`src/rtl/pooled_linked_deque_core_assert.svh`:
```
// Assertion macros used by the deque RTL.
`ifndef POOLED_LINKED_DEQUE_CORE_ASSERT_SVH
`define POOLED_LINKED_DEQUE_CORE_ASSERT_SVH

// The condition implies the consequence in the same cycle.
`define PLD_ASSERT_SAME(lbl, clk_s, rstn_s, cond, cons) \
    lbl: assert property (@(posedge clk_s) disable iff (!rstn_s) (cond) |-> (cons)) \
        else $error("deque assertion failed");

// The condition implies the consequence in the next cycle.
`define PLD_ASSERT_NEXT(lbl, clk_s, rstn_s, cond, cons) \
    lbl: assert property (@(posedge clk_s) disable iff (!rstn_s) (cond) |=> (cons)) \
        else $error("deque assertion failed");

`endif

```
`src/rtl/pld_pkg.sv`:
```
`default_nettype none

package pld_pkg;

    localparam int POOL_DEPTH = 16;
    localparam int LINK_W     = $clog2(POOL_DEPTH + 1);
    localparam int IDX_W      = (POOL_DEPTH > 1) ? $clog2(POOL_DEPTH) : 1;

    localparam int KIND_W   = 3;
    localparam int WORD_W   = 32;
    localparam int STATUS_W = 2;

    localparam int S_TDATA_W = ((KIND_W + WORD_W + 7) / 8) * 8;
    localparam int M_TDATA_W = ((WORD_W + STATUS_W + 7) / 8) * 8;

    typedef logic [LINK_W-1:0]   link_t;
    typedef logic [IDX_W-1:0]    idx_t;
    typedef logic [KIND_W-1:0]   kind_t;
    typedef logic [WORD_W-1:0]   word_t;
    typedef logic [STATUS_W-1:0] status_t;

    localparam link_t NULL_LINK = LINK_W'(POOL_DEPTH);

    localparam kind_t KIND_PUSH_FRONT = 3'd0;
    localparam kind_t KIND_PUSH_BACK  = 3'd1;
    localparam kind_t KIND_POP_FRONT  = 3'd2;
    localparam kind_t KIND_POP_BACK   = 3'd3;
    localparam kind_t KIND_PEEK_FRONT = 3'd4;
    localparam kind_t KIND_PEEK_BACK  = 3'd5;

    localparam status_t STATUS_OK    = 2'd0;
    localparam status_t STATUS_EMPTY = 2'd1;
    localparam status_t STATUS_FULL  = 2'd2;

endpackage

`default_nettype wire

```
`src/rtl/pooled_linked_deque_core.sv`:
```
// Channel  Direction  Signals                     Contents
// s        in         s_tvalid s_tready s_tdata   kind, push_word
// m        out        m_tvalid m_tready m_tdata   read_word, status
//
// Takes one item per cycle unless m_tready stalls; its result is then registered.
// The pool links, free list and end pointers are flip-flops updated as the item
// leaves the input register, so each item sees the effect of all earlier ones.
// Reset empties the deque and chains all nodes onto the free list at once.
// A stall on m_tready holds the result register and then the input register.
`default_nettype none
`include "pooled_linked_deque_core_assert.svh"

module pooled_linked_deque_core
(
    input  wire                           clk,
    input  wire                           rst_n,
    input  wire                           s_tvalid,
    output logic                          s_tready,
    // kind [2:0], push_word [34:3], zero padding above
    input  wire  [pld_pkg::S_TDATA_W-1:0] s_tdata,
    output logic                          m_tvalid,
    input  wire                           m_tready,
    // read_word [31:0], status [33:32], zero padding above
    output logic [pld_pkg::M_TDATA_W-1:0] m_tdata
);

    import pld_pkg::*;

    logic    in_valid_reg, in_valid_next;
    kind_t   in_kind_reg;
    word_t   in_word_reg;

    logic    out_valid_reg, out_valid_next;
    word_t   out_word_reg;
    status_t out_status_reg;

    word_t   node_word_reg [POOL_DEPTH];
    link_t   node_next_reg [POOL_DEPTH];
    link_t   node_prev_reg [POOL_DEPTH];
    link_t   free_link_reg [POOL_DEPTH];
    link_t   front_reg, front_next;
    link_t   back_reg, back_next;
    link_t   free_top_reg, free_top_next;

    logic    advance, fire, in_take;
    logic    empty, full, is_push, is_pop, take, give;
    logic    end_front, end_valid;
    link_t   end_link;
    idx_t    n_idx, e_idx, f_idx, b_idx;
    word_t   end_word;
    link_t   front_succ, back_pred;

    logic    nx_b_en, pv_b_en;
    idx_t    nx_b_idx, pv_b_idx;
    link_t   nx_b_val, pv_b_val;
    link_t   nx_a_val, pv_a_val;
    word_t   rd_word;
    status_t rd_status;

    assign advance  = !out_valid_reg || m_tready;
    assign s_tready = !in_valid_reg || advance;
    assign in_take  = s_tvalid && s_tready;
    assign fire     = in_valid_reg && advance;

    assign empty = !(front_reg < NULL_LINK);
    assign full  = !(free_top_reg < NULL_LINK);

    assign n_idx = free_top_reg[IDX_W-1:0];
    assign f_idx = front_reg[IDX_W-1:0];
    assign b_idx = back_reg[IDX_W-1:0];

    assign end_front  = (in_kind_reg == KIND_POP_FRONT) || (in_kind_reg == KIND_PEEK_FRONT);
    assign end_link   = end_front ? front_reg : back_reg;
    assign end_valid  = end_link < NULL_LINK;
    assign e_idx      = end_link[IDX_W-1:0];
    assign end_word   = node_word_reg[e_idx];
    assign front_succ = node_next_reg[f_idx];
    assign back_pred  = node_prev_reg[b_idx];

    assign is_push = (in_kind_reg == KIND_PUSH_FRONT) || (in_kind_reg == KIND_PUSH_BACK);
    assign is_pop  = (in_kind_reg == KIND_POP_FRONT) || (in_kind_reg == KIND_POP_BACK);
    assign take    = is_push && !full;
    assign give    = is_pop && end_valid;

    always_comb
    begin
        front_next    = front_reg;
        back_next     = back_reg;
        free_top_next = free_top_reg;
        nx_a_val      = NULL_LINK;
        pv_a_val      = NULL_LINK;
        nx_b_en       = 1'b0;
        nx_b_idx      = b_idx;
        nx_b_val      = NULL_LINK;
        pv_b_en       = 1'b0;
        pv_b_idx      = f_idx;
        pv_b_val      = NULL_LINK;
        rd_word       = '0;
        rd_status     = STATUS_OK;
        unique case (in_kind_reg)
            KIND_PUSH_FRONT, KIND_PUSH_BACK:
            begin
                if (full)
                begin
                    rd_status = STATUS_FULL;
                end
                else
                begin
                    free_top_next = free_link_reg[n_idx];
                    if (empty)
                    begin
                        front_next = free_top_reg;
                        back_next  = free_top_reg;
                    end
                    else if (in_kind_reg == KIND_PUSH_FRONT)
                    begin
                        nx_a_val   = front_reg;
                        pv_b_en    = 1'b1;
                        pv_b_val   = free_top_reg;
                        front_next = free_top_reg;
                    end
                    else
                    begin
                        pv_a_val  = back_reg;
                        nx_b_en   = 1'b1;
                        nx_b_val  = free_top_reg;
                        back_next = free_top_reg;
                    end
                end
            end
            KIND_POP_FRONT, KIND_POP_BACK:
            begin
                if (!end_valid)
                begin
                    rd_status = STATUS_EMPTY;
                end
                else
                begin
                    rd_word       = end_word;
                    free_top_next = end_link;
                    if (in_kind_reg == KIND_POP_FRONT)
                    begin
                        if (front_succ < NULL_LINK)
                        begin
                            front_next = front_succ;
                            pv_b_en    = 1'b1;
                            pv_b_idx   = front_succ[IDX_W-1:0];
                        end
                        else
                        begin
                            front_next = NULL_LINK;
                            back_next  = NULL_LINK;
                        end
                    end
                    else
                    begin
                        if (back_pred < NULL_LINK)
                        begin
                            back_next = back_pred;
                            nx_b_en   = 1'b1;
                            nx_b_idx  = back_pred[IDX_W-1:0];
                        end
                        else
                        begin
                            front_next = NULL_LINK;
                            back_next  = NULL_LINK;
                        end
                    end
                end
            end
            KIND_PEEK_FRONT, KIND_PEEK_BACK:
            begin
                if (end_valid)
                begin
                    rd_word = end_word;
                end
                else
                begin
                    rd_status = STATUS_EMPTY;
                end
            end
            default:
            begin
                rd_status = STATUS_OK;
            end
        endcase
    end

    always_comb
    begin
        in_valid_next = in_valid_reg;
        if (in_take)
        begin
            in_valid_next = 1'b1;
        end
        else if (advance)
        begin
            in_valid_next = 1'b0;
        end
        out_valid_next = advance ? in_valid_reg : out_valid_reg;
    end

    always_ff @(posedge clk or negedge rst_n)
    begin
        if (!rst_n)
        begin
            in_valid_reg  <= 1'b0;
            out_valid_reg <= 1'b0;
            front_reg     <= NULL_LINK;
            back_reg      <= NULL_LINK;
            free_top_reg  <= '0;
            for (int i = 0; i < POOL_DEPTH; i++)
            begin
                free_link_reg[i] <= (i == POOL_DEPTH - 1) ? NULL_LINK : LINK_W'(i + 1);
            end
        end
        else
        begin
            in_valid_reg  <= in_valid_next;
            out_valid_reg <= out_valid_next;
            if (fire)
            begin
                front_reg    <= front_next;
                back_reg     <= back_next;
                free_top_reg <= free_top_next;
                if (give)
                begin
                    free_link_reg[e_idx] <= free_top_reg;
                end
            end
        end
    end

    always_ff @(posedge clk)
    begin
        if (in_take)
        begin
            in_kind_reg <= s_tdata[KIND_W-1:0];
            in_word_reg <= s_tdata[KIND_W+WORD_W-1:KIND_W];
        end
        if (fire)
        begin
            out_word_reg   <= rd_word;
            out_status_reg <= rd_status;
            if (take)
            begin
                node_word_reg[n_idx] <= in_word_reg;
                node_next_reg[n_idx] <= nx_a_val;
                node_prev_reg[n_idx] <= pv_a_val;
            end
            if (nx_b_en)
            begin
                node_next_reg[nx_b_idx] <= nx_b_val;
            end
            if (pv_b_en)
            begin
                node_prev_reg[pv_b_idx] <= pv_b_val;
            end
        end
    end

    assign m_tvalid = out_valid_reg;
    assign m_tdata  = {{(M_TDATA_W - WORD_W - STATUS_W){1'b0}}, out_status_reg, out_word_reg};

    `PLD_ASSERT_SAME(a_ends_agree, clk, rst_n, 1'b1,
        (front_reg < NULL_LINK) == (back_reg < NULL_LINK))
    `PLD_ASSERT_SAME(a_full_not_empty, clk, rst_n, !(free_top_reg < NULL_LINK),
        front_reg < NULL_LINK)
    `PLD_ASSERT_NEXT(a_first_push, clk, rst_n, fire && take && empty,
        (front_reg == back_reg) && (front_reg < NULL_LINK))
    `PLD_ASSERT_NEXT(a_pop_ok, clk, rst_n, fire && give,
        out_valid_reg && (out_status_reg == STATUS_OK) && (free_top_reg < NULL_LINK))

endmodule

`default_nettype wire

```
`config.mk`:
```
export PLATFORM = sky130hd
export DESIGN_NAME = pooled_linked_deque_core
export DESIGN_NICKNAME = d
export VERILOG_FILES = /design/src/rtl/pld_pkg.sv /design/src/rtl/pooled_linked_deque_core.sv
export VERILOG_INCLUDE_DIRS = /design/src /design/src/rtl
export SDC_FILE = /design/constraint.sdc
export NUM_CORES = 1
export LEC_CHECK = 0
export BUFFER_PORTS_ARGS = -buffer_cell sky130_fd_sc_hd__buf_4
export CORE_MARGIN = 5
export CORE_UTILIZATION = 55
export CTS_CLUSTER_SIZE = 8
export DETAILED_ROUTE_END_ITERATION = 16
export GPL_ROUTABILITY_DRIVEN = 1
export GPL_TIMING_DRIVEN = 0
export PLACE_DENSITY = 0.74
export SETUP_SLACK_MARGIN = 0.5
export SKIP_CTS_REPAIR_TIMING = 1
export SLEW_MARGIN = 20
export SYNTH_ARGS = -nofsm -noshare
export SYNTH_HDL_FRONTEND = slang
export SYNTH_SLANG_ARGS = --single-unit
export TNS_END_PERCENT = 50
```
`constraint.sdc`:
```
create_clock -name clk -period 3.45 [get_ports clk]
set_input_delay 0.69 -clock clk [delete_from_list [all_inputs] [get_ports clk]]
set_output_delay 0.69 -clock clk [all_outputs]
set_load 0.02 [all_outputs]
```
======== Word level (Yosys, flattened, before mapping) ========
Memories as Yosys holds them, arrays and structs flattened. A register that Yosys moved wholly into a read port is not among the register bits.
Cells that the tools add are included.
storage, ports and cells
  memories ................................ 3
  input port bits ......................... 44
  word-level logic and storage cells ...... 150
  latch bits .............................. 0
  RAM bits ................................ 672
  bits in registers ....................... 134
  ROM bits ................................ 0
operators by class
  magnitude comparators ................... 8
  add/subtract/negate cells ............... 0
  multipliers ............................. 0
  div/mod/pow operators ................... 0
  shift operators ......................... 0
  reductions and logical operators ........ 24
  bitwise logic cells ..................... 2
  muxes and demuxes ....................... 78
  eq/ne operators ......................... 11
memories
  memory         depth  bits a word  rd ports  clocked after Yosys merged registers in  wr ports  line                            text
  node_word_reg  16     32           1         1                                        1         pooled_linked_deque_core.sv:37  word_t node_word_reg [POOL_DEPTH];
  node_next_reg  16     5            1         0                                        2         pooled_linked_deque_core.sv:38  link_t node_next_reg [POOL_DEPTH];
  node_prev_reg  16     5            1         0                                        2         pooled_linked_deque_core.sv:39  link_t node_prev_reg [POOL_DEPTH];
operator list
  kind                                                                           number
  5-bit two-way mux                                                              36
  80-bit bitwise mux                                                             1
  4-bit two-way mux                                                              8
  5-bit case mux with 2 select lines                                             3
  5-bit less-than comparator (second input constant)                             5
  1-bit two-way mux                                                              24
  5-bit binary-select mux with 4-bit select                                      1
  5-bit demux with 4-bit select                                                  1
  3-bit inequality test (second input constant)                                  4
  6-bit AND reduction                                                            2
  5-bit >= comparator (second input constant)                                    2
  4-bit inverter with 5-bit output                                               2
  3-bit by 2-bit == test with 1-bit output (second input constant)               2
  3-bit == test (second input constant)                                          2
  1-bit logical AND                                                              5
  1-bit logical OR                                                               5
  5-bit by 1-bit less-than comparator with 1-bit output (second input constant)  1
  2-bit inequality test (second input constant)                                  2
  1-bit case mux with 2 select lines                                             2
  2-bit case mux with 2 select lines                                             1
  2-bit AND reduction                                                            2
  4-bit AND reduction                                                            1
  2-bit nonzero test                                                             2
  2-bit OR reduction                                                             2
  5 further kinds                                                                7

======== Longest topological paths before layout ========
  depth in word-level cells ............... 9
  gate-level depth with buffers ........... 11

======== Least setup slack after synthesis ========
No wires, ideal clock.
  kind .................................... register -> register
  start ................................... reg back_reg[0]
  end ..................................... mem node_next_reg[3][0] in the netlist's numbering (enable)
  stages on the path, launching flop included .. 11
  path slack .............................. 217 ps
  data required time ...................... 3076 ps
  data arrival time ....................... 2859 ps
  library setup time ...................... 374 ps
  cell sequence ........................... dfrtp_1 > buf_6 > mux4_2 > or2_0 > and2_1 > or3_1 > buf_6 > o32a_2 > or2_4 > buf_6 > o21ai_0
RTL lines
  item                    line                             text
  start, declared         pooled_linked_deque_core.sv:42   link_t back_reg, back_next;
  start signal, assigned  pooled_linked_deque_core.sv:224  back_reg <= back_next;
  end, declared           pooled_linked_deque_core.sv:38

==> flow_metrics.tcl <==
set metrics [dict create \
    outcome "completed" \
    synth_top_family_by_area "simple AND/OR/NAND/NOR gates" \
    clock_latency_ns 0.68 \
    crit_type "register to register" \
    num_rows 92 \
    vdd_ir_drop_max_mv 0.605 \
    antenna_found_initial 0 \
    critical_path_arrival_ns 3.55 \
    synthFlopType "edfxtp_1" \
    drtAntennaViolNets 0 \
    diodes 0 \
    grt_pass1_wl_um 148000 \
    timing.setup.tns_ns 0 \
    wl_per_cell_um 27.6 \
    finalCriticalPeriod_ns 3.22 \
    track_usage 0.289 \
    cts_max_level 3 \
    tritoncts "built" \
    fin_crit_sh 0.933 \
    gp_routability_congestion 0.931 \
    avgSynthCellArea_um2 13.9 \
    async_reset_ff_frac 0.116 \
    largest_register_ff_count 512 \
    crit_required_ns 3.78 \
    route.vias.total 24100 \
    drc 0 \
    post_synth_num_cell_types 60 \
    die_h_um 262 \
    ys_ff_latch 838 \
    start_util 0.555 \
    final_nets 2836 \
    power.total_uw 32900 \
    io-pin-count 86 \
    power_density_nw_per_um2 780 \
    cts_buffers 114 \
    grt_pass1_vias 23900 \
    coreArea_um2 63000 \
    slew_violations 0 \
    clock-sinks 838 \
    dp_hpwl_um 65700 \
    clk_path_buf_depth 3 \
    grt_overflow 0 \
    grt_setup_unrepaired "true" \
    ctsRootBufferMaster "clkbuf_16" \
    clk_pin_slew_worst_paths_ns 0.05 \
    drive_gt1_frac 0.276 \
    grt_max_degree 98 \
    skew_ns 0.0464 \
    utilization 0.670 \
    synth_xor_area_frac 0.000501 \
    io_buffer_count 74 \
    drt-total-wl_um 102000 \
    cap_viol_max_count 0 \
    startpoint_type "register" \
    ys_warn_count 0 \
    synthSimpleGateAreaFrac 0.103 \
    firstDrtPassIters 8 \
    max_freq_ghz 0.311 \
    die_w_um 262 \
    die_area_um2 68700 \
    yosys.area_share.adder 0 \
    endpoint_kind "register" \
    muxShareOfSynthArea 0.0748 \
    hold_viol 0 \
    power.leakage_uw 0.0147 \
    synth_area_um2 34900 \
    synth-edff-count 741 \
    slew_headroom 0.316 \
    drt_iter0_markers 3186 \
    cp_max_fo 9 \
    synthCells 2512 \
    synth_compound_area_frac 0.0887 \
    syn2layout_area_growth_pct 20.7 \
    setup_viol 0 \
    worst_pin_slew_ns 1.02 \
    avgViaCountPerCell 6.55 \
    hold_path_class "input pin to async pin" \
    yosysSeqAreaShare 0.707 \
]
per-stage QoR:
stage	worst slack [ns]	cell area (um^2)	std cells	hold WS, ns
after floorplan	0.347	35000	2517	0.394
after global placement	-1.43	36600	3437	0.482
after detailed placement	-1.20	37000	3453	0.487
after CTS	-1.18	40200	3606	0.126
after global routing	0.155	42200	3675	0.154
final	0.232	42200	3675	0.107
Yosys cell counts, types with 3 or more instances:
cell	number	area share
buf_1	9	0.00097
nor2_1	37	0.0040
o21ai_1	15	0.0021
nand2_1	471	0.051
nor3_1	13	0.0019
and2_1	8	0.0014
or2_2	11	0.0020
clkbuf_1	150	0.016
o21ai_0	157	0.022
a21o_1	3	0.00064
buf_2	19	0.0027
and3_1	67	0.012
dfstp_2	35	0.026
buf_6	5	0.0016
a31oi_1	64	0.011
nand3b_1	3	0.00064
o31ai_2	3	0.0011
mux2i_1	18	0.0052
o31ai_1	7	0.0015
nor4_1	3	0.00054
mux2_2	86	0.028
dfrtp_1	62	0.044
mux4_1	6	0.0045
a311oi_1	64	0.016
o22ai_1	32	0.0057
nand3_1	158	0.023
a21oi_1	45	0.0064
o21a_1	5	0.0011
nor2b_1	11	0.0020
or4_1	5	0.0011
buf_4	6	0.0013
nand2b_1	11	0.0020
a22o_1	3	0.00075
mux4_2	58	0.037
a211oi_1	64	0.014
edfxtp_1	741	0.64
o211ai_1	3	0.00064
inv_1	27	0.0029
a22oi_1	3	0.00064
cell families after synthesis:
kind of cell | count (synthesis)
AOI/OAI and AO/OA | 480
muxes | 168
DFF | 838
other | 1
xor gates and xnor gates | 2
and+or+nand+nor | 807
buffers and inverters | 216
power by group:
part	leakage, uW	total [uW]	switching (uW)	internal, uW
registers	0.00791	11900	291	11600
logic	0.00530	10900	7140	3770
clock network	0.00152	10100	4050	6010
total	0.0147	32900	11500	21400
worst paths after layout:
path / start / end / slack, ns / cells past startpoint
worst max-delay path: back_reg[0]$_DFFE_PN0P_ / node_next_reg[3][4]$_DFFE_PP_ / 0.23 / 10
worst min-delay path: rst_n / free_link_reg[70]$_DFFE_PN0P_ / 0.11 / 1
worst max register to register: back_reg[0]$_DFFE_PN0P_ / node_next_reg[3][4]$_DFFE_PP_ / 0.23 / 10
worst min register to register: free_link_reg[29]$_DFFE_PN0P_ / free_link_reg[29]$_DFFE_PN0P_ / 0.50 / 1
max in group asynchronous: rst_n / front_reg[1]$_DFFE_PN0P_ / 2.62 / 1
min in group clk: s_tdata[3] / in_word_reg[0]$_DFFE_PP_ / 0.19 / 1
worst max-delay path, cell delays in order (launching register included):
cell	delay (ns)
dfrtp_1	0.39
buf_2	0.17
buf_4	0.14
mux2i_1	0.12
a221oi_2	0.45
a21oi_1	0.18
o31ai_4	0.46
nand2_4	0.22
or2_4	0.33
buf_12	0.15
o21ai_4	0.24
layout by cell type, fill, tap and decap left out, types with 64 or more instances in the layout:
master,Yosys,layout
nand3_1,158,150
o21ai_0,157,121
clkbuf_16,0,116
mux2_2,86,83
clkbuf_1,150,64
buf_4,6,143
nand2_1,471,463
clkbuf_2,0,73
edfxtp_1,741,741
and3_1,67,67
area by class of cell:
| type | instances | area, um^2 |
|---|---|---|
| flip-flops and latches | 838 | 24700 |
| fillers | 4283 | 20800 |
| multi-input cells | 1463 | 10400 |
| clock buffers | 148 | 3020 |
| repair buffers | 159 | 1560 |
| plain buffers | 189 | 1190 |
| well taps | 846 | 1060 |
| inverters | 27 | 143 |
| clock inverters | 5 | 126 |
metal layers:
layer | GRT usage | wire length (um) | vias to the layer above
met5 | 0 | 0 | -
met4 | 0.140 | 4670 | 0
li1 | - | - | 10100
met3 | 0.0632 | 10000 | 328
met1 | 0.372 | 36600 | 12000
met2 | 0.471 | 50300 | 1601
Note: power is estimated with default switching activity, not from simulation.
